===== src/rtl/lrukr_pkg.sv =====
`timescale 1ns / 1ps
// Shared types and constants for the LRU-K frame replacer.
// Holds the request/response word layouts, config layout and operation codes.
package lrukr_pkg;

	// Field widths fixed by the interface
	localparam int FRAME_W  = 10;
	localparam int HITS_W   = 4;
	localparam int THRESH_W = 4;
	localparam int CAP_W    = 5;
	localparam int COUNT_W  = 5;
	localparam int FUNC_W   = 2;

	// APB port geometry
	localparam int APB_ADDR_W = 3;
	localparam int APB_DATA_W = 32;

	// Access count saturates here
	localparam logic [HITS_W-1:0] HITS_MAX = 4'd15;

	// Operation codes
	localparam logic [FUNC_W-1:0] FN_ACCESS    = 2'd0;
	localparam logic [FUNC_W-1:0] FN_SET_EVICT = 2'd1;
	localparam logic [FUNC_W-1:0] FN_REMOVE    = 2'd2;
	localparam logic [FUNC_W-1:0] FN_EVICT     = 2'd3;

	// Register index, taken from paddr[2]
	localparam logic REG_THRESH = 1'b0;
	localparam logic REG_CAP    = 1'b1;

	// Register reset values
	localparam logic [THRESH_W-1:0] THRESH_RST = 4'd2;
	localparam logic [CAP_W-1:0]    CAP_RST    = 5'd16;

	typedef struct packed {
		logic [FUNC_W-1:0]  func;
		logic [FRAME_W-1:0] frame_no;
		logic               evictable;
	} req_t;

	typedef struct packed {
		logic               ok;
		logic [FRAME_W-1:0] victim_frame;
		logic [COUNT_W-1:0] evictable_count;
	} rsp_t;

	typedef struct packed {
		logic [THRESH_W-1:0] access_threshold;
		logic [CAP_W-1:0]    capacity;
	} cfg_t;

endpackage


===== src/rtl/lrukr_regs.sv =====
`timescale 1ns / 1ps
// APB configuration registers: access threshold and capacity.
// Depends on lrukr_pkg.
module lrukr_regs (
	input  logic                               clk,
	input  logic                               arst_n,
	input  logic                               psel,
	input  logic                               penable,
	input  logic                               pwrite,
	input  logic [lrukr_pkg::APB_ADDR_W-1:0]   paddr,
	input  logic [lrukr_pkg::APB_DATA_W-1:0]   pwdata,
	output logic [lrukr_pkg::APB_DATA_W-1:0]   prdata,
	output logic                               pready,
	output lrukr_pkg::cfg_t                    cfg
);
	import lrukr_pkg::*;

	logic [THRESH_W-1:0] thresh_q;
	logic [CAP_W-1:0]    cap_q;
	logic                wr_en;
	logic                reg_idx;

	assign pready  = 1'b1;
	assign wr_en   = psel & penable & pwrite;
	assign reg_idx = paddr[2];

	// register write, word aligned decode
	always_ff @(posedge clk or negedge arst_n) begin
		if (!arst_n) begin
			thresh_q <= THRESH_RST;
			cap_q    <= CAP_RST;
		end else if (wr_en) begin
			unique case (reg_idx)
				REG_THRESH: thresh_q <= pwdata[THRESH_W-1:0];
				REG_CAP:    cap_q    <= pwdata[CAP_W-1:0];
			endcase
		end
	end

	// read back
	always_comb begin
		unique case (reg_idx)
			REG_THRESH: prdata = APB_DATA_W'(thresh_q);
			REG_CAP:    prdata = APB_DATA_W'(cap_q);
		endcase
	end

	assign cfg.access_threshold = thresh_q;
	assign cfg.capacity         = cap_q;

endmodule


===== src/rtl/lrukr_engine.sv =====
`timescale 1ns / 1ps
// Slot table and sequencer: scans the slot memory once to find the frame,
// a free slot and the victims, then, when ranks change, sweeps it to renumber recency ranks.
// Depends on lrukr_pkg.
module lrukr_engine #(
	parameter int ENTRIES = 16
) (
	input  logic            clk,
	input  logic            arst_n,
	input  logic            start,
	input  lrukr_pkg::req_t req,
	input  lrukr_pkg::cfg_t cfg,
	output logic            idle,
	output logic            res_valid,
	input  logic            res_ready,
	output lrukr_pkg::rsp_t res
);
	import lrukr_pkg::*;

	localparam int IDX_W = (ENTRIES > 1) ? $clog2(ENTRIES) : 1;
	localparam int CNT_W = $clog2(ENTRIES + 1);
	localparam int CMP_W = (CNT_W > CAP_W) ? CNT_W : CAP_W;
	localparam logic [IDX_W-1:0] LAST_IDX = IDX_W'(ENTRIES - 1);
	localparam logic [CNT_W-1:0] FULL_CNT = CNT_W'(ENTRIES);

	// sequencer states
	localparam logic [2:0] ST_IDLE   = 3'd0;
	localparam logic [2:0] ST_SCAN   = 3'd1;
	localparam logic [2:0] ST_DECIDE = 3'd2;
	localparam logic [2:0] ST_SWEEP  = 3'd3;
	localparam logic [2:0] ST_DONE   = 3'd4;

	typedef struct packed {
		logic [FRAME_W-1:0] frame;
		logic [HITS_W-1:0]  hits;
		logic               can_evict;
		logic               promoted;
		logic [IDX_W-1:0]   rank;
	} slot_t;

	function automatic logic [CNT_W-1:0] dec_sat(input logic [CNT_W-1:0] v);
		return (v == '0) ? v : v - 1'b1;
	endfunction

	logic [2:0]         state_q;
	req_t               op_q;

	// slot memory and its read pipeline
	slot_t              mem_q [ENTRIES];
	logic               mem_re;
	logic [IDX_W-1:0]   mem_raddr;
	logic               mem_we;
	logic [IDX_W-1:0]   mem_waddr;
	slot_t              mem_wdata;
	slot_t              rdata_s1;
	logic               rd_vld_s1;
	logic [IDX_W-1:0]   rd_idx_s1;
	logic [IDX_W-1:0]   iss_q;
	logic               iss_done_q;

	// table state
	logic [ENTRIES-1:0] valid_q;
	logic [CNT_W-1:0]   used_q;
	logic [CNT_W-1:0]   hist_q;
	logic [CNT_W-1:0]   cach_q;

	// scan findings
	logic               hit_q, free_q, bh_q, bc_q;
	logic [IDX_W-1:0]   hit_idx_q, free_idx_q, bh_idx_q, bc_idx_q;
	slot_t              hit_ent_q, bh_ent_q, bc_ent_q;

	// sweep plan
	logic               drop_en_q, touch_en_q, ins_en_q, spec_en_q;
	logic [IDX_W-1:0]   drop_rank_q, touch_rank_q, spec_idx_q;
	slot_t              spec_ent_q;
	logic               res_ok_q;
	logic [FRAME_W-1:0] res_victim_q;

	logic               start_go;
	logic               scan_data, sweep_data;
	slot_t              cur;
	logic               cur_v;
	logic               take_hit, take_free, take_bh, take_bc;

	// decide-cycle plan
	logic               vic_found;
	logic [IDX_W-1:0]   vic_idx;
	slot_t              vic_ent;
	logic               need_evict;
	logic [HITS_W-1:0]  new_hits;
	logic               p_ok, p_sweep, p_drop, p_touch, p_ins, p_spec, p_clr, p_set;
	logic               p_dec, p_dec_cached;
	logic [IDX_W-1:0]   p_drop_rank, p_touch_rank, p_spec_idx, p_clr_idx;
	slot_t              p_spec_ent;
	logic [FRAME_W-1:0] p_victim;
	logic [CNT_W-1:0]   p_hist, p_cach, p_used;

	// sweep rank update
	logic [IDX_W-1:0]   sw_rank;
	slot_t              sw_ent;
	logic [CNT_W:0]     ev_sum;

	assign start_go   = (state_q == ST_IDLE) && start;
	assign scan_data  = (state_q == ST_SCAN) && rd_vld_s1;
	assign sweep_data = (state_q == ST_SWEEP) && rd_vld_s1;
	assign cur        = rdata_s1;
	assign cur_v      = valid_q[rd_idx_s1];

	// memory read issue
	assign mem_re    = ((state_q == ST_SCAN) || (state_q == ST_SWEEP)) && !iss_done_q;
	assign mem_raddr = iss_q;

	always_ff @(posedge clk) begin
		if (mem_we)
			mem_q[mem_waddr] <= mem_wdata;
		if (mem_re)
			rdata_s1 <= mem_q[mem_raddr];
	end

	// issue counter and read pipeline flags
	always_ff @(posedge clk or negedge arst_n) begin
		if (!arst_n) begin
			iss_q      <= '0;
			iss_done_q <= 1'b1;
			rd_vld_s1  <= 1'b0;
			rd_idx_s1  <= '0;
		end else begin
			rd_vld_s1 <= mem_re;
			rd_idx_s1 <= iss_q;
			if (start_go || (state_q == ST_DECIDE)) begin
				iss_q      <= '0;
				iss_done_q <= 1'b0;
			end else if (mem_re) begin
				if (iss_q == LAST_IDX)
					iss_done_q <= 1'b1;
				else
					iss_q <= iss_q + 1'b1;
			end
		end
	end

	// scan compare: frame match, first free slot, oldest evictable per group
	assign take_hit  = scan_data && cur_v && (cur.frame == op_q.frame_no) && !hit_q;
	assign take_free = scan_data && !cur_v && !free_q;
	assign take_bh   = scan_data && cur_v && cur.can_evict && !cur.promoted &&
			   (!bh_q || (cur.rank > bh_ent_q.rank));
	assign take_bc   = scan_data && cur_v && cur.can_evict && cur.promoted &&
			   (!bc_q || (cur.rank > bc_ent_q.rank));

	always_ff @(posedge clk or negedge arst_n) begin
		if (!arst_n) begin
			hit_q      <= 1'b0;
			free_q     <= 1'b0;
			bh_q       <= 1'b0;
			bc_q       <= 1'b0;
			hit_idx_q  <= '0;
			free_idx_q <= '0;
			bh_idx_q   <= '0;
			bc_idx_q   <= '0;
		end else if (start_go) begin
			hit_q  <= 1'b0;
			free_q <= 1'b0;
			bh_q   <= 1'b0;
			bc_q   <= 1'b0;
		end else begin
			if (take_hit) begin
				hit_q     <= 1'b1;
				hit_idx_q <= rd_idx_s1;
			end
			if (take_free) begin
				free_q     <= 1'b1;
				free_idx_q <= rd_idx_s1;
			end
			if (take_bh) begin
				bh_q     <= 1'b1;
				bh_idx_q <= rd_idx_s1;
			end
			if (take_bc) begin
				bc_q     <= 1'b1;
				bc_idx_q <= rd_idx_s1;
			end
		end
	end

	always_ff @(posedge clk) begin
		if (start_go)
			op_q <= req;
		if (take_hit)
			hit_ent_q <= cur;
		if (take_bh)
			bh_ent_q <= cur;
		if (take_bc)
			bc_ent_q <= cur;
	end

	// victim choice: history group first, then cached
	assign vic_found = bh_q || bc_q;
	assign vic_idx   = bh_q ? bh_idx_q : bc_idx_q;
	assign vic_ent   = bh_q ? bh_ent_q : bc_ent_q;
	assign need_evict = (CMP_W'(used_q) >= CMP_W'(cfg.capacity)) || (used_q == FULL_CNT);
	assign new_hits  = (hit_ent_q.hits == HITS_MAX) ? hit_ent_q.hits : hit_ent_q.hits + 1'b1;

	// decide: what this operation changes
	always_comb begin
		p_ok         = 1'b0;
		p_sweep      = 1'b0;
		p_drop       = 1'b0;
		p_touch      = 1'b0;
		p_ins        = 1'b0;
		p_spec       = 1'b0;
		p_clr        = 1'b0;
		p_set        = 1'b0;
		p_dec        = 1'b0;
		p_dec_cached = 1'b0;
		p_drop_rank  = '0;
		p_touch_rank = '0;
		p_spec_idx   = hit_idx_q;
		p_clr_idx    = vic_idx;
		p_spec_ent   = hit_ent_q;
		p_victim     = '0;
		p_hist       = hist_q;
		p_cach       = cach_q;
		p_used       = used_q;
		unique case (op_q.func)
			FN_ACCESS: begin
				if (hit_q) begin
					// known frame: count, maybe promote, make most recent
					p_ok            = 1'b1;
					p_sweep         = 1'b1;
					p_touch         = 1'b1;
					p_spec          = 1'b1;
					p_touch_rank    = hit_ent_q.rank;
					p_spec_ent.rank = '0;
					if (!hit_ent_q.promoted) begin
						p_spec_ent.hits = new_hits;
						if (new_hits == cfg.access_threshold) begin
							p_spec_ent.promoted = 1'b1;
							if (hit_ent_q.can_evict) begin
								p_hist = dec_sat(hist_q);
								p_cach = cach_q + 1'b1;
							end
						end
					end
				end else if (!need_evict || vic_found) begin
					// new frame, evicting first when at capacity
					p_ok                 = 1'b1;
					p_sweep              = 1'b1;
					p_ins                = 1'b1;
					p_spec               = 1'b1;
					p_set                = 1'b1;
					p_used               = used_q + 1'b1;
					p_spec_idx           = free_idx_q;
					p_spec_ent.frame     = op_q.frame_no;
					p_spec_ent.hits      = HITS_W'(1);
					p_spec_ent.can_evict = 1'b0;
					p_spec_ent.promoted  = 1'b0;
					p_spec_ent.rank      = '0;
					if (need_evict) begin
						p_drop       = 1'b1;
						p_drop_rank  = vic_ent.rank;
						p_clr        = 1'b1;
						p_dec        = 1'b1;
						p_dec_cached = vic_ent.promoted;
						p_used       = used_q;
						if (!(free_q && (free_idx_q < vic_idx)))
							p_spec_idx = vic_idx;
					end
				end
			end
			FN_SET_EVICT: begin
				if (hit_q && (hit_ent_q.can_evict != op_q.evictable)) begin
					p_spec               = 1'b1;
					p_spec_ent.can_evict = op_q.evictable;
					if (hit_ent_q.promoted)
						p_cach = op_q.evictable ? cach_q + 1'b1 : dec_sat(cach_q);
					else
						p_hist = op_q.evictable ? hist_q + 1'b1 : dec_sat(hist_q);
				end
			end
			FN_REMOVE: begin
				if (hit_q) begin
					p_sweep      = 1'b1;
					p_drop       = 1'b1;
					p_drop_rank  = hit_ent_q.rank;
					p_clr        = 1'b1;
					p_clr_idx    = hit_idx_q;
					p_used       = used_q - 1'b1;
					p_dec        = hit_ent_q.can_evict;
					p_dec_cached = hit_ent_q.promoted;
				end
			end
			FN_EVICT: begin
				if (vic_found) begin
					p_ok         = 1'b1;
					p_victim     = vic_ent.frame;
					p_sweep      = 1'b1;
					p_drop       = 1'b1;
					p_drop_rank  = vic_ent.rank;
					p_clr        = 1'b1;
					p_used       = used_q - 1'b1;
					p_dec        = 1'b1;
					p_dec_cached = vic_ent.promoted;
				end
			end
		endcase
		// a dropped evictable slot leaves its group count
		if (p_dec) begin
			if (p_dec_cached)
				p_cach = dec_sat(p_cach);
			else
				p_hist = dec_sat(p_hist);
		end
	end

	// sweep: renumber ranks of valid slots, place the touched/new slot
	always_comb begin
		sw_rank = cur.rank;
		if (drop_en_q && (sw_rank > drop_rank_q))
			sw_rank = sw_rank - 1'b1;
		if (ins_en_q)
			sw_rank = sw_rank + 1'b1;
		if (touch_en_q && (cur.rank < touch_rank_q))
			sw_rank = sw_rank + 1'b1;
		sw_ent      = cur;
		sw_ent.rank = sw_rank;
		if (spec_en_q && (rd_idx_s1 == spec_idx_q))
			sw_ent = spec_ent_q;
	end

	// memory write port: sweep writes, or single write for set evictable
	always_comb begin
		mem_we    = 1'b0;
		mem_waddr = rd_idx_s1;
		mem_wdata = sw_ent;
		if (sweep_data) begin
			mem_we = cur_v;
		end else if ((state_q == ST_DECIDE) && p_spec && !p_sweep) begin
			mem_we    = 1'b1;
			mem_waddr = p_spec_idx;
			mem_wdata = p_spec_ent;
		end
	end

	// sequencer and table state
	always_ff @(posedge clk or negedge arst_n) begin
		if (!arst_n) begin
			state_q      <= ST_IDLE;
			valid_q      <= '0;
			used_q       <= '0;
			hist_q       <= '0;
			cach_q       <= '0;
			drop_en_q    <= 1'b0;
			touch_en_q   <= 1'b0;
			ins_en_q     <= 1'b0;
			spec_en_q    <= 1'b0;
			drop_rank_q  <= '0;
			touch_rank_q <= '0;
			spec_idx_q   <= '0;
			res_ok_q     <= 1'b0;
		end else begin
			unique case (state_q)
				ST_IDLE: begin
					if (start)
						state_q <= ST_SCAN;
				end
				ST_SCAN: begin
					if (scan_data && (rd_idx_s1 == LAST_IDX))
						state_q <= ST_DECIDE;
				end
				ST_DECIDE: begin
					drop_en_q    <= p_drop;
					touch_en_q   <= p_touch;
					ins_en_q     <= p_ins;
					spec_en_q    <= p_spec && p_sweep;
					drop_rank_q  <= p_drop_rank;
					touch_rank_q <= p_touch_rank;
					spec_idx_q   <= p_spec_idx;
					res_ok_q     <= p_ok;
					used_q       <= p_used;
					hist_q       <= p_hist;
					cach_q       <= p_cach;
					if (p_clr)
						valid_q[p_clr_idx] <= 1'b0;
					if (p_set)
						valid_q[p_spec_idx] <= 1'b1;
					state_q <= p_sweep ? ST_SWEEP : ST_DONE;
				end
				ST_SWEEP: begin
					if (sweep_data && (rd_idx_s1 == LAST_IDX))
						state_q <= ST_DONE;
				end
				ST_DONE: begin
					if (res_ready)
						state_q <= ST_IDLE;
				end
				default: state_q <= ST_IDLE;
			endcase
		end
	end

	always_ff @(posedge clk) begin
		if (state_q == ST_DECIDE) begin
			spec_ent_q   <= p_spec_ent;
			res_victim_q <= p_victim;
		end
	end

	// result word
	assign ev_sum              = {1'b0, hist_q} + {1'b0, cach_q};
	assign idle                = (state_q == ST_IDLE);
	assign res_valid           = (state_q == ST_DONE);
	assign res.ok              = res_ok_q;
	assign res.victim_frame    = res_victim_q;
	assign res.evictable_count = COUNT_W'(ev_sum);

	// group counts never exceed the slots in use
	a_count_bound: assert property (@(posedge clk) disable iff (!arst_n)
		ev_sum <= {1'b0, used_q})
		else $error("evictable counts exceed used slots");

	// used count tracks the valid bits
	a_used_pop: assert property (@(posedge clk) disable iff (!arst_n)
		$countones(valid_q) == int'(used_q))
		else $error("used count out of step with valid bits");

	// the sequencer leaves idle only on a start
	a_idle_hold: assert property (@(posedge clk) disable iff (!arst_n)
		(state_q == ST_IDLE) && !start |=> (state_q == ST_IDLE))
		else $error("left idle without a word");

	// sweep writes only land on live slots
	a_sweep_live: assert property (@(posedge clk) disable iff (!arst_n)
		(state_q == ST_SWEEP) && mem_we |-> valid_q[mem_waddr])
		else $error("sweep wrote an empty slot");

endmodule


===== src/rtl/lru_k_frame_replacer.sv =====
`timescale 1ns / 1ps
// LRU-K frame replacer top level: request/response handshakes, result
// register and APB config. Depends on lrukr_pkg, lrukr_regs, lrukr_engine.
//
// Each request word is handled alone: the engine first scans all ENTRIES
// slots of its slot memory, one per cycle, to find the named frame, a free
// slot and the oldest evictable frame of each group, then decides in the
// DECIDE state, and when recency ranks change (access, remove, evict with a
// victim) sweeps the memory once more, one slot per cycle, rewriting ranks.
// The single read port of the slot memory makes the scan and the sweep
// visit the slots one at a time. The response sits in an output register,
// so a new request is taken while it waits. Valid bits are flip-flops
// cleared at reset; slot contents need no clearing pass.
module lru_k_frame_replacer #(
	parameter int ENTRIES = 16
) (
	input  logic                             clk,
	input  logic                             arst_n,
	// request channel
	input  logic                             req_valid,
	output logic                             req_ready,
	input  lrukr_pkg::req_t                  req,
	// response channel
	output logic                             rsp_valid,
	input  logic                             rsp_ready,
	output lrukr_pkg::rsp_t                  rsp,
	// configuration
	input  logic                             psel,
	input  logic                             penable,
	input  logic                             pwrite,
	input  logic [lrukr_pkg::APB_ADDR_W-1:0] paddr,
	input  logic [lrukr_pkg::APB_DATA_W-1:0] pwdata,
	output logic [lrukr_pkg::APB_DATA_W-1:0] prdata,
	output logic                             pready
);
	import lrukr_pkg::*;

	cfg_t cfg;
	logic eng_idle;
	logic eng_start;
	logic res_valid;
	logic res_ready;
	rsp_t res;
	logic rsp_valid_q;
	rsp_t rsp_q;

	lrukr_regs u_regs (
		.clk     (clk),
		.arst_n  (arst_n),
		.psel    (psel),
		.penable (penable),
		.pwrite  (pwrite),
		.paddr   (paddr),
		.pwdata  (pwdata),
		.prdata  (prdata),
		.pready  (pready),
		.cfg     (cfg)
	);

	assign req_ready = eng_idle;
	assign eng_start = req_valid & req_ready;

	lrukr_engine #(
		.ENTRIES (ENTRIES)
	) u_engine (
		.clk       (clk),
		.arst_n    (arst_n),
		.start     (eng_start),
		.req       (req),
		.cfg       (cfg),
		.idle      (eng_idle),
		.res_valid (res_valid),
		.res_ready (res_ready),
		.res       (res)
	);

	// output register: loads when empty or being drained
	assign res_ready = !rsp_valid_q || rsp_ready;

	always_ff @(posedge clk or negedge arst_n) begin
		if (!arst_n) begin
			rsp_valid_q <= 1'b0;
		end else if (res_valid && res_ready) begin
			rsp_valid_q <= 1'b1;
		end else if (rsp_ready) begin
			rsp_valid_q <= 1'b0;
		end
	end

	always_ff @(posedge clk) begin
		if (res_valid && res_ready)
			rsp_q <= res;
	end

	assign rsp_valid = rsp_valid_q;
	assign rsp       = rsp_q;

endmodule

===== config.mk =====
export PLATFORM = sky130hd
export DESIGN_NAME = lru_k_frame_replacer
export DESIGN_NICKNAME = d
export VERILOG_FILES = /design/src/rtl/lrukr_pkg.sv /design/src/rtl/lrukr_regs.sv /design/src/rtl/lrukr_engine.sv /design/src/rtl/lru_k_frame_replacer.sv
export SDC_FILE = /design/constraint.sdc
export NUM_CORES = 1
export LEC_CHECK = 0
export BUFFER_PORTS_ARGS = -buffer_cell sky130_fd_sc_hd__buf_2
export CORE_MARGIN = 5
export CORE_UTILIZATION = 28
export CTS_CLUSTER_SIZE = 12
export DETAILED_ROUTE_END_ITERATION = 8
export SLEW_MARGIN = 40
export SYNTH_ARGS = -nofsm -noshare
export SYNTH_HDL_FRONTEND = slang
export SYNTH_SLANG_ARGS = --single-unit

===== constraint.sdc =====
create_clock -name clk -period 11.3 [get_ports clk]
set_clock_uncertainty 0.05 [all_clocks]
set_input_delay 2.26 -clock clk [delete_from_list [all_inputs] [get_ports clk]]
set_output_delay 2.26 -clock clk [all_outputs]
set_load 0.02 [all_outputs]

==> impl_summary.md, run 1 <==
Outcome
The run finished with clean final reports.

Global routing
The pin count of the biggest net entering global routing is 74. The wire length of the first global-routing pass is 88,400 um. The initial antenna violation count is 0. The global-route usage over all layers is 12.1%. Global routing finished with a remaining overflow of 0. The via count of the first global-routing pass came to about 15,000.

Pwr
Of the total power, the clock network draws 26.3%. The sequential cell fraction of total power is between 40 and 50%. Across the VDD grid, the largest voltage drop is between 0.0001 and 0.00015 V.

The switching portion of total power is 33.5%. The reported leakage power is 0.00966 uW. Overall power consumption after layout is estimated at approximately 6300 uW. The power density normalized to cell area is 227 mW/mm^2.

Combinational cells account for 28.9% of the total power. The internal portion of the total power is ~4200 uW. In this run the power spent charging and discharging nets is 2120 uW.

STA
The actual transition at the worst max-transition pin is 838 ps. The worst path in the final design needs a cycle of ~5200 ps, including I/O delays and setup. The slack of the critical path is 6080 ps. The hold violation count in the final report was 0.

The setup TNS after final layout is 0 ps. The worst pin sits at a relative slew slack of a little over two fifths. Derived from the worst setup path, the maximum achievable clock frequency is roughly 190 MHz.

The final-report max-slew violation count is 0. The final cycle utilization of the critical path is 46.2%. Setup repair after global routing left no endpoint under its margin. The count of endpoints failing setup in the final report is 0.

Clock tree
Clock latency on the worst-skew pair, taken at its later pin, is 630 ps. Once the clock tree was built, the resizer swapped 0 gates to a different size. CTS saw 540 sinks.

The number of setup buffers added after CTS is 0. The post-cts hold buffer count is 0. The buffer cell driving the clock tree root is sky130_fd_sc_hd__clkbuf_16. The clock tree synthesis step divided the H-tree into 2 levels.

The longest clock path from root to sink contains 3 buffers. The clock input transition at the sequential cells of the worst setup and hold paths is ~60 ps. The clock tree from TritonCTS is yes. Counting the buffers created by CTS gives 55.

Worst setup path
The most numerous cell on the critical path is sky130_fd_sc_hd__buf_2. The critical path goes through buf_2 > mux2_2 > buf_2. In this design, the stage delay of the slowest critical-path cell is 340 ps. The type of the worst setup path is primary input to output port. The arrival time of data at the critical path endpoint is 2910 ps.

The cell with the biggest individual delay on the critical path is sky130_fd_sc_hd__mux2_2. STA classifies the critical path endpoint as an output port. Of all nets on the critical path, the largest fanout is 8. Data on the critical path is required at its endpoint by 8990 ps.

The worst setup path is launched from a primary input.

Final layout
The library cell used most frequently in the layout, excluding fill and tap cells, is sky130_fd_sc_hd__edfxtp_1. The end-of-flow core utilization is around a third. Cells with a size suffix above 1 make up 17.1% of the layout. The final design instance area without fill is 0.0278 sq mm. The synthesis-to-finish area growth is 14.6%. The final-stage net count is 1,913. The library cells used most frequently in the layout, excluding fill and tap cells, are sky130_fd_sc_hd__edfxtp_1 (449), sky130_fd_sc_hd__nand2_1 (158), sky130_fd_sc_hd__o21ai_0 (130). 0 antenna diodes ended up in the layout.

Yosys
The largest area contributor in the netlist is sky130_fd_sc_hd__edfxtp_1. After synthesis, the largest family of logic cells by area is multiplexers. By area the synthesized netlist is led by sky130_fd_sc_hd__edfxtp_1 (56%), sky130_fd_sc_hd__dfrtp_1 (9.1%), sky130_fd_sc_hd__mux2i_1 (4.5%). The post-synth design cell area is 0.0243 sq mm.

In the synthesized netlist the dominant register cell turns out to be sky130_fd_sc_hd__edfxtp_1. The fraction of registers with async set/reset is around 17%. The synthesized area per cell is 14.0 sq um. Summing the areas of all and, or, nand and nor instances in the mapped netlist gives ~7.5% of the synthesized area. The xor/xnor cell area share of the yosys netlist is 1.68%.

The number of synthesized register bits is 540. In the synthesized netlist, the number of instances is 1,735. The share of synthesized area occupied by flip-flops and latches is 64.9%. The number of distinct standard cells referenced by the synthesized netlist is 90. During synthesis, Yosys emitted a total of 0 warnings.

In the synthesized netlist, mux cells make up 10.9% of the area. The synthesized netlist devotes about 9.3% of its cell area to compound gates. The adder and majority cell fraction of the synthesized area is 2.73%. The synthesized design devotes to its leading area cell type between 50 and 60% of total area. In this run, synthesis inferred 449 flip-flops with an integrated enable.

Floorplanning
The number of top-level pins is 106. After floorplanning, the core was divided into 108 placement rows. The starting density of the core is 28.1%.

The width of the chip is 304 um. The die is 304 um tall. The area of the core is 0.0863 sq mm. The area of the die is 0.0927 sq mm.

Place
Once detailed placement completed, the half-perimeter wirelength came to about 37,000 um. The worst-case setup slack after placement is 6080 ps. The area of placed instances is between 0.02 and 0.03 sq mm. The count of port buffers added during placement is 48. The final estimated routing congestion in global placement is 0.821.

Detailed routing
Dividing the detail-routed wire length by the instance count gives about 19 um. In this run the remaining antenna-violating nets after routing total 0. The number of design-rule violations left by the first detailed-router iteration is 1,205.

The routed layout has 14,700 vias. For this run, design rule violations remaining after detail routing come to 0. The total wire length after detailed routing is 58,100 um. The detailed-route vias per instance is 4.91. The number of search-and-repair iterations in the first detailed-routing pass is 5.

Hold path
The worst hold path belongs to the class flop to flop.

Run
The tool flagged a number of max-cap violations equal to 0.
-- registers in the layout (all words and copies together), names as in the netlist, 5 cells and up --
name                   cells
u_engine.mem_q           320
u_engine.cur              20
u_engine.hit_ent_q        20
u_engine.spec_ent_q       20
rsp                       16
u_engine.valid_q          16
u_engine.bc_ent_q         15
u_engine.bh_ent_q         15
u_engine.op_q             13
u_engine.res_victim_q     10
u_engine.cach_q            5
u_engine.hist_q            5
u_engine.used_q            5
u_regs.cap_q               5
-- power by group through the flow --
stage	clock, uW	combinational, uW	sequential, uW
2_1_floorplan	0	1340	2710
3_3_place_gp	0	1750	2870
3_5_place_dp	0	1830	2880
4_1_cts	1710	1830	2840
5_1_grt	1790	2010	2860
6_report	1660	1830	2840
-- layer usage --
layer  vias to the layer above  part of all wire (%)  track usage [%]
met5                         -                     0                0
met4                         0                   3.6             4.24
met3                       109                   5.0             1.94
met2                       412                    48             20.3
met1                      7487                    43             15.8
li1                       6687                     -                -
-- worst max-delay path, delay by kind of cell --
kind | cells | cell delay (ps)
muxes | 1 | 340
buffers and inverters | 2 | 310
-- path summary, 6_finish.rpt --
path                                                   end  slack, ps  cells after the start                                   start
max                                              prdata[1]       6080                      3                                paddr[2]
min                                      rsp[11]$_DFFE_PP_        370                      0  u_engine.res_victim_q[6]$_SDFFCE_PN0N_
max reg2reg                u_engine.mem_q[14][8]$_DFFE_PP_       6370                     13               u_engine.bh_q$_DFFE_PN0P_
min reg2reg                              rsp[11]$_DFFE_PP_        370                      0  u_engine.res_victim_q[6]$_SDFFCE_PN0N_
max in group asynchronous    u_engine.iss_q[0]$_DFFE_PN0P_       8660                      2                                  arst_n
min in group asynchronous   u_engine.hist_q[1]$_DFFE_PN0N_       1470                      1                                  arst_n
-- Yosys cell counts, drive strengths merged (4+ instances only) --
master	n
ha	49
a211o	4
xor2	21
dfrtp	88
nand3	20
nand2	158
and2	11
mux2i	108
nand4	10
edfxtp	449
nor4	14
a221oi	21
o31ai	9
mux4	45
a211oi	9
a311o	4
xnor2	23
nand3b	5
and3	6
nand2b	18
nor2b	10
o21a	8
or3	5
or3b	4
mux2	48
inv	51
a21o	8
a311oi	6
a22oi	21
a31oi	15
a22o	5
or2	5
nor3b	5
nor3	18
buf	45
o21ai	141
nor2	79
a21oi	68
clkbuf	66
-- cell type report --
cell class / instances / area (sq um)
flip-flops and latches: 540 / 15800
fillers: 8405 / 58500
well taps: 1155 / 1450
clock inverters: 16 / 156
clock buffers: 73 / 1460
inverters: 52 / 195
repair buffers: 100 / 744
multi-input cells: 1058 / 8040
-- stage by stage --
stage | hold slack (ps) | std cells
detailed placement | 355 | 2901
finish | 369 | 2994
global placement | 357 | 2896
CTS | 369 | 2990
global route | 372 | 2994
floorplan | 302 | 1761
-- kinds of logic (layout without fill, tap and decap cells) --
group                      count (synthesis)  count (layout)
other                                      2              28
buffers and inverters                    163             241
AOI/OAI and AO/OA                        352             352
and+or+nand+nor                          380             380
muxes                                    201             201
adders and majority gates                 52              52
DFF                                      540             540
xor gates and xnor gates                  45              45
No activity file was read; power rests on OpenSTA's default activity.
==> run 2, diff against run 1 <==
==> constraint.sdc (replaced) <==
create_clock -name clk -period 5.1 [get_ports clk]
set_clock_uncertainty 0.05 [all_clocks]
set_input_delay 1.02 -clock clk [delete_from_list [all_inputs] [get_ports clk]]
set_output_delay 1.02 -clock clk [all_outputs]
set_load 0.02 [all_outputs]
==> run 2 against run 1 <==
  * Via count grew 0.22%
  * Non-clock buffer count rose by 16
  * Final cell count is 0.53% higher
  * Global-route usage decreased by 0.17 points
  * Sequential share of layout area fell by 0.056 points
  * Register-to-register slack worse by 5700 ps
  * Count of clock-buffer cells in the layout decreased by 1
  * Critical path depth up 9
  * Clock power is 130% higher
  * Power increased by 120%
  * Largest cell class unchanged
  * Sequential power increased by 120%
  * Setup slack worse by 5400 ps
==> impl_summary.md, run 2 (synthesized netlist as in run 1, its figures left out) <==
Run
The number of maximum-capacitance violations is 0 (unchanged).

Final layout
In the layout the commonest cells are sky130_fd_sc_hd__edfxtp_1 (449), sky130_fd_sc_hd__nand2_1 (158), sky130_fd_sc_hd__o21ai_0 (132). The layout cell share with drive strength beyond 1 is 17.6% (+0.45 points). The number of flip-flops in the largest register came to 320 (unchanged). The area of combinational cells with multiple inputs was 0.00798 sq mm (-0.78%). The library cell used most frequently in the layout, excluding fill and tap cells, is sky130_fd_sc_hd__edfxtp_1. The synthesis-to-finish area growth is 14.7% (about the same). The register with the highest flop count is u_engine.mem_q. The final-stage net count was 1,929 (+0.84%). The combined flip-flop and latch cell area is 0.0158 sq mm (unchanged). The end-of-flow core utilization is 32.2% (about the same). The filler cell count is 8,366 (-0.46%). The antenna diode count is 0 (unchanged).

Pwr
The largest voltage drop on the vdd net was 0.000267 V (+150%). The share of power burned in combinational logic is 30.0% (+1.1 points). The switching portion of total power was 33.5% (-0.040 points). The power density normalized to cell area is 510 mW/mm^2 (+120%). The clock group share of total power was 26.3% (about the same). The net switching power is 4760 uW (+120%). The reported leakage power is 0.00974 uW (+0.75%). The internal power consumption is 9450 uW (+120%). The sequential cell fraction of total power is 43.6% (-1.3 points). The overall power after layout was 14,200 uW (+120%).

Clock tree
The clock tree from TritonCTS is yes. The total clock buffers created by CTS is 55 (unchanged). The post-CTS setup buffer count is 0 (unchanged). The clock input transition at the sequential cells of the worst setup and hold paths came to 60 ps (about the same). The insertion delay of the later-clocked pin in the worst-skew pair came to 620 ps (about the same). The post-cts hold buffer count is 0 (unchanged). The H-tree depth reported by CTS came to 2 (unchanged). The quantity of gates resized following cts is 0 (unchanged).

The buffer levels on the longest clock path is 3 (unchanged). The buffer cell driving the clock tree root is sky130_fd_sc_hd__clkbuf_16. The number of sinks on the clock net is 540 (unchanged).

Worst setup path
The largest stage delay on the critical path is 680 ps (+340 ps). The sort of element at the start of the critical path is a flop. The maximum fanout encountered on the critical timing path is 20 (+12). The critical path in this run is classified as flop to flop.

Traced cell by cell, the critical path runs through inv_1 > ha_1 > nand2b_1 > a2111oi_0 > o21ai_1 > buf_4 > nand2_1 > nand2_1 > o21ai_0 > a32oi_1 > nor2_2 > buf_4. The nature of the critical path endpoint is a flop. The cell with the biggest individual delay on the critical path is sky130_fd_sc_hd__o21ai_0.

The arrival time of data at the critical path endpoint was 4650 ps (+1740 ps). The required arrival time at the worst endpoint came to 5300 ps (-3690 ps).

STA
The final cycle utilization of the critical path is 87.4%. The remaining max-slew budget at the tightest pin is 45.1% (+2.4 points). The final-report max-slew violation count is 0 (unchanged). The count of endpoints failing setup in the final report is 0 (unchanged).

The actual transition at the worst max-transition pin came to 817 ps (-21.2 ps). The setup TNS after final layout came to 0 ps (unchanged). The hold violation count in the final report is 0 (unchanged). The post-layout minimum cycle time is 4460 ps. Setup repair after global routing left no endpoint under its margin. The slack of the critical path is 644 ps (-5430 ps). The highest clock rate is 224 MHz.

Detailed routing
The number of nets with antenna violations after detailed routing came to 0 (unchanged). The detailed-route vias per instance is 4.89 (-0.31%). The total wire length after detailed routing was 57,200 um (-1.5%). The number of search-and-repair iterations in the first detailed-routing pass is 5 (unchanged). The number of remaining DRC errors is 0 (unchanged). The average detailed-routed wire length per instance is 19.0 um (-2.0%). The via count is 14,700 (+0.22%).

The number of design-rule violations left by the first detailed-router iteration is 1,238 (+2.7%).

Global routing
The wire length of the first global-routing pass is 88,000 um (-0.44%). The total congestion overflow is 0 (unchanged). The global-route usage over all layers is 11.9% (-0.17 points). The pin count of the biggest net entering global routing was 46 (-38%).

The initial antenna violation count is 0 (unchanged). The via count of the first global-routing pass was 14,700 (-0.12%).

Hold path
The type of the worst min-delay path is primary input to asynchronous set/reset pin.

Floorplanning
The starting density of the core is 28.1% (unchanged). The chip height is 304 um (unchanged). The area of the core is 0.0863 sq mm (unchanged). The area of the die is 0.0927 sq mm (unchanged). The placement row count is 108 (unchanged). The width of the chip is 304 um (unchanged). The number of top-level pins came to 106 (unchanged).

Place
The worst-case setup slack after placement came to 573 ps (-5510 ps). The half-perimeter wire length after placement is 36,900 um (+0.74%). The count of port buffers added during placement is 48 (unchanged).

The final estimated routing congestion in global placement is 0.859 (+4.6%).

Outcome
The run finished with clean final reports.
## run 2: cell count changes in the layout (fill, tap and decap cells not counted), moves of 3 or more
cell,change
sky130_fd_sc_hd__buf_12,+4
sky130_fd_sc_hd__o21ai_2,-3
sky130_fd_sc_hd__buf_8,-3
sky130_fd_sc_hd__nor2_4,-8
sky130_fd_sc_hd__buf_16,-4
sky130_fd_sc_hd__nor2_2,+8
sky130_fd_sc_hd__buf_4,+22
## run 2: power by group through the flow
| stage | clock network, uW | registers [uW] | logic [uW] |
|---|---|---|---|
| 6_report | 3740 | 6200 | 4270 |
| 5_1_grt | 4030 | 6250 | 4680 |
| 4_1_cts | 3860 | 6200 | 4280 |
| 3_5_place_dp | 0 | 6290 | 4260 |
| 3_3_place_gp | 0 | 6330 | 4050 |
| 2_1_floorplan | 0 | 6010 | 2970 |
## run 2: per-stage QoR
stage / cells / hold slack [ps] / cell area, sq um
3_3_place_gp: 2918 / 360 / 26100
3_5_place_dp: 2920 / 357 / 26200
6_report: 3010 / 302 / 27800
4_1_cts: 3009 / 279 / 27800
2_1_floorplan: 1761 / 302 / 24400
5_1_grt: 3010 / 305 / 27800
## run 2: worst max-delay path: cells and delay by family (launching register included)
family | cells | cell delay (ps)
simple gates | 4 | 700
compound gates | 4 | 1910
buf+inv | 3 | 730
flops | 1 | 420
fa+ha+maj | 1 | 270
## run 2: layer usage
| metal | vias up | wire [um] | global-route usage (%) | share of wire (%) |
|---|---|---|---|---|
| met1 | 7442 | 24900 | 16.2 | 43 |
| met2 | 475 | 27600 | 19.9 | 48 |
| met5 | - | 0 | 0 | 0 |
| li1 | 6725 | - | - | - |
| met4 | 0 | 1380 | 3.27 | 2.4 |
| met3 | 86 | 3360 | 1.84 | 5.9 |
## run 2: final cells by class
type / count / share of cell area [%]
flip-flops and latches: 540 / 56.6
multi-input cells: 1058 / 28.7
clock buffers: 72 / 5.24
well taps: 1155 / 5.19
repair buffers: 116 / 2.90
inverters: 52 / 0.701
clock inverters: 17 / 0.674
## run 2: path summary, 6_finish.rpt
kind                                                         from                                    to  slack (ps)  cells after the start
setup reg to reg                   u_engine.used_q[0]$_DFFE_PN0P_       u_engine.mem_q[10][4]$_DFFE_PP_         640                     12
hold reg to reg            u_engine.res_victim_q[5]$_SDFFCE_PN0N_                     rsp[10]$_DFFE_PP_         370                      0
max in group asynchronous                                  arst_n         u_engine.iss_q[0]$_DFFE_PN0P_        3880                      2
min in group clk           u_engine.res_victim_q[5]$_SDFFCE_PN0N_                     rsp[10]$_DFFE_PP_         370                      0
hold / removal                                             arst_n  u_engine.touch_rank_q[3]$_DFFE_PN0N_         300                      1
setup / recovery                   u_engine.used_q[0]$_DFFE_PN0P_       u_engine.mem_q[10][4]$_DFFE_PP_         640                     12
==> run 3, diff against run 2 <==
--- a/config.mk
+++ b/config.mk
@@ -13,4 +13,5 @@
 export SLEW_MARGIN = 40
 export SYNTH_ARGS = -nofsm -noshare
 export SYNTH_HDL_FRONTEND = slang
+export SYNTH_HIERARCHICAL = 1
 export SYNTH_SLANG_ARGS = --single-unit
==> constraint.sdc (replaced) <==
create_clock -name clk -period 5.1 [get_ports clk]
set_clock_uncertainty 0.05 [all_clocks]
set_input_delay 0 -clock clk [delete_from_list [all_inputs] [get_ports clk]]
set_output_delay 0 -clock clk [all_outputs]
set_load 0.02 [all_outputs]
==> run 3 against run 2 <==
  * Synthesized cell count is 0.29% lower
  * Flip-flop and latch count stayed put
  * Fmax is 4.0% lower
  * Setup slack worse by 190 ps
==> impl_summary.md, run 3 <==
Yosys
The number of enable-type register cells in the synthesized netlist is 449 (unchanged). The post-synth design cell area came to 0.0243 sq mm (+0.27%). The number of distinct standard cells referenced by the synthesized netlist is 88 (-2.2%).

The synthesized area per cell came to 14.1 sq um (+0.56%). Among all flip-flop cells after synthesis, the most frequent one is sky130_fd_sc_hd__edfxtp_1. Sorting the synthesized cells by area gives the leading types as sky130_fd_sc_hd__edfxtp_1 (55%), sky130_fd_sc_hd__dfrtp_1 (9.0%), sky130_fd_sc_hd__mux2i_1 (4.8%). The number of instances in the synthesized netlist is 1,730 (-0.29%). The fraction of post-synthesis cell area in the top cell type by area is 55.4% (-0.15 points).

By count the netlist is led by sky130_fd_sc_hd__edfxtp_1 (449), sky130_fd_sc_hd__nand2_1 (164), sky130_fd_sc_hd__o21ai_0 (120). The fraction of registers with async set/reset is 16.9% (unchanged). The share of synthesized area occupied by flip-flops and latches is 64.8% (-0.18 points). The number of warnings printed during yosys synthesis is 6 (+6).

In the post-synthesis netlist, the cell with the most instances is sky130_fd_sc_hd__edfxtp_1. The largest area contributor in the netlist is sky130_fd_sc_hd__edfxtp_1. The number of synthesized register bits is 540 (unchanged).

Detailed routing
The number of design-rule violations left by the first detailed-router iteration is 1,030 (-17%). The average detailed-routed wire length per instance was 19.2 um (+1.3%). The total wire length after detailed routing came to 58,300 um (+1.8%). The number of search-and-repair iterations in the first detailed-routing pass is 7 (+2). The number of remaining DRC errors was 0 (unchanged). The via count is 14,700 (-0.20%). The detailed-route vias per instance is 4.86 (-0.76%). The number of nets with antenna violations after detailed routing is 0 (unchanged).

Worst setup path
The worst reg2reg path depth came to 13 (+1). The maximum fanout encountered on the critical timing path is 20 (unchanged). The arrival time of data at the critical path endpoint is 4850 ps (+200 ps). The required arrival time at the worst endpoint is 5310 ps (about the same). The nature of the critical path endpoint is a flop. The worst setup path is of the flop to flop kind. STA classifies the critical path startpoint as a flop.

Clock tree
The clock input transition at the sequential cells of the worst setup and hold paths is 60 ps (about the same). The insertion delay of the later-clocked pin in the worst-skew pair is 620 ps (about the same). The buffer levels on the longest clock path is 3 (unchanged). The number of sinks on the clock net is 540 (unchanged). TritonCTS built the clock tree. CTS placed an instance of sky130_fd_sc_hd__clkbuf_16 at the clock tree root.

The quantity of gates resized following cts came to 0 (unchanged). The post-cts hold buffer count came to 30 (+30). The total clock buffers created by CTS is 55 (unchanged). The H-tree depth reported by CTS is 2 (unchanged). The post-CTS setup buffer count came to 0 (unchanged).

STA
The final cycle utilization of the critical path is 91.0% (+3.6 points). The actual transition at the worst max-transition pin is 818 ps (+1.91 ps). The count of endpoints failing setup in the final report was 0 (unchanged). The post-layout minimum cycle time was 4640 ps (+185 ps). Setup repair after global routing left no endpoint under its margin. The slack of the critical path is 459 ps (-185 ps). The hold violation count in the final report is 0 (unchanged). The remaining max-slew budget at the tightest pin came to 45.1% (about the same). The highest clock rate is 215 MHz (-4.0%). The worst hold margin came to 42.9 ps (-259 ps). The setup TNS after final layout came to 0 ps (unchanged). The final-report max-slew violation count is 0 (unchanged).

Final layout
The synthesis-to-finish area growth is 15.5%. The antenna diode count came to 0 (unchanged). u_engine/mem_q holds more flip-flops than any other register. The layout cell share with drive strength beyond 1 was 17.0% (-0.59 points). The top cell types in the final layout, fill and taps aside, are sky130_fd_sc_hd__edfxtp_1 (449), sky130_fd_sc_hd__nand2_1 (164), sky130_fd_sc_hd__o21ai_0 (120). Leaving out fill and tap cells, the most frequent cell in the layout is sky130_fd_sc_hd__edfxtp_1. The filler cell count was 8,414 (+0.57%). The final-stage net count came to 1,944 (+0.78%).

The number of flip-flops in the largest register is 320 (unchanged). The final design instance area without fill is 0.0281 sq mm (+0.94%).

Global routing
The wire length of the first global-routing pass is 89,300 um (+1.5%). In this run the most used layer during global routing was met2. The pin count of the biggest net entering global routing is 49 (+6.5%). The global routing usage on met1 was 16.0% (-0.19 points). The initial antenna violation count is 0 (unchanged).

The met3 usage in global routing was 2.07% (+0.23 points). The total congestion overflow was 0 (unchanged). The global-route usage over all layers is 12.1% (+0.24 points).

The met2 usage is 20.5% (+0.56 points). The via count of the first global-routing pass came to 14,900 (+0.91%).

Pwr
The power density normalized to cell area is 538 mW/mm^2 (+5.4%). The reported leakage power is 0.00983 uW (+0.94%). The largest voltage drop on the vdd net is 0.000339 V (+27%).

Floorplanning
The chip height is 305 um (+0.13%). The width of the chip is 305 um (+0.13%). The area of the die was 0.0929 sq mm (+0.26%). The starting density of the core is 28.1% (+0.033 points).

The placement row count is 108 (unchanged). The number of top-level pins is 106 (unchanged). The area of the core is 0.0865 sq mm (+0.16%).

Place
The final estimated routing congestion in global placement is 0.838 (-2.5%). The area of placed instances is 0.0261 sq mm (-0.22%). The count of port buffers added during placement is 48 (unchanged).

The half-perimeter wire length after placement was 37,000 um (+0.37%). The worst-case setup slack after placement came to 443 ps (-130 ps).

Hold path
The type of the worst min-delay path is primary input to flop. The worst hold path was traced through 2 stages.

Run
The number of maximum-capacitance violations is 0 (unchanged).

Outcome
The flow ran to the end, and the final reports show no timing, DRC or antenna violations.
[run 3: cell count changes in the layout (fill, tap and decap cells not counted), sizes merged, moves of 8 or more]
| cell | previous run | this run |
|---|---|---|
| dlygate4sd3 | 0 | 29 |
| buf | 116 | 107 |
| xnor2 | 23 | 31 |
| a21oi | 68 | 60 |
| mux2i | 108 | 120 |
[run 3: logic make-up after synthesis]
family | Yosys count | synth area share [%]
flip-flops | 540 | 64.8
AND/OR/NAND/NOR | 387 | 7.67
AO/OA/AOI/OAI | 329 | 8.59
multiplexers | 211 | 11.4
buffers and inverters | 163 | 3.03
adder cells (fa/ha/maj) | 51 | 2.68
XOR/XNOR | 47 | 1.81
other | 2 | 0.0309
[run 3: critical path, cell delays in order, from the launching register on]
cell and delay (ps):
sky130_fd_sc_hd__dfrtp_1 410, sky130_fd_sc_hd__inv_1 90, sky130_fd_sc_hd__ha_1 270, sky130_fd_sc_hd__nand2b_1 140
sky130_fd_sc_hd__a2111oi_0 580, sky130_fd_sc_hd__o21ai_1 320, sky130_fd_sc_hd__buf_4 230, sky130_fd_sc_hd__nand2_1 100
sky130_fd_sc_hd__and2_1 390, sky130_fd_sc_hd__mux2i_1 460, sky130_fd_sc_hd__nand2b_1 270, sky130_fd_sc_hd__o2bb2a_1 460
sky130_fd_sc_hd__nor2_2 140, sky130_fd_sc_hd__buf_4 390
[run 3: worst paths after layout]
path	endpoint	slack, ps	start
min	u_engine/op_q[6]$_DFFE_PP_	40	req[6]
min reg2reg	rsp[12]$_DFFE_PP_	370	u_engine/res_victim_q[7]$_SDFFCE_PN0P_
min in group asynchronous	u_regs/cap_q[4]$_DFFE_PN1P_	470	arst_n
max reg2reg	u_engine/mem_q[5][9]$_DFFE_PP_	460	u_engine/used_q[0]$_DFFE_PN0P_
max	u_engine/mem_q[5][9]$_DFFE_PP_	460	u_engine/used_q[0]$_DFFE_PN0P_
max in group asynchronous	u_engine/iss_q[0]$_DFFE_PN0P_	3840	arst_n
[run 3: routing by layer]
metal  vias up  share of wire (%)
met2       453                 48
li1       6746                  -
met4         0                3.2
met5         -                  0
met1      7394                 43
met3       105                5.1
[run 3: cell type report]
class / instances / area, sq um / area share (%)
tap: 1155 / 1450 / 5.14
timing repair buffer: 136 / 1020 / 3.63
inverter: 52 / 195 / 0.694
clock buffer: 75 / 1470 / 5.24
multi-input combinational: 1053 / 8040 / 28.6
clock inverter: 16 / 165 / 0.588
sequential: 540 / 15800 / 56.1
[run 3: per-stage QoR]
stage / util [%] / cells / total power, uW
5_1_grt: 32.5 / 3027 / 16000
6_report: 32.5 / 3027 / 15100
2_1_floorplan: - / 1756 / 9740
4_1_cts: 32.5 / 3026 / 15200
3_3_place_gp: 30.2 / 2905 / 11200
3_5_place_dp: 30.2 / 2905 / 11400
[run 3: power by group]
part | switching (uW) | total (uW) | internal [uW]
clock network | 1640 | 3710 | 2070
registers | 607 | 6600 | 5990
logic | 2990 | 4810 | 1820
total | 5240 | 15100 | 9880
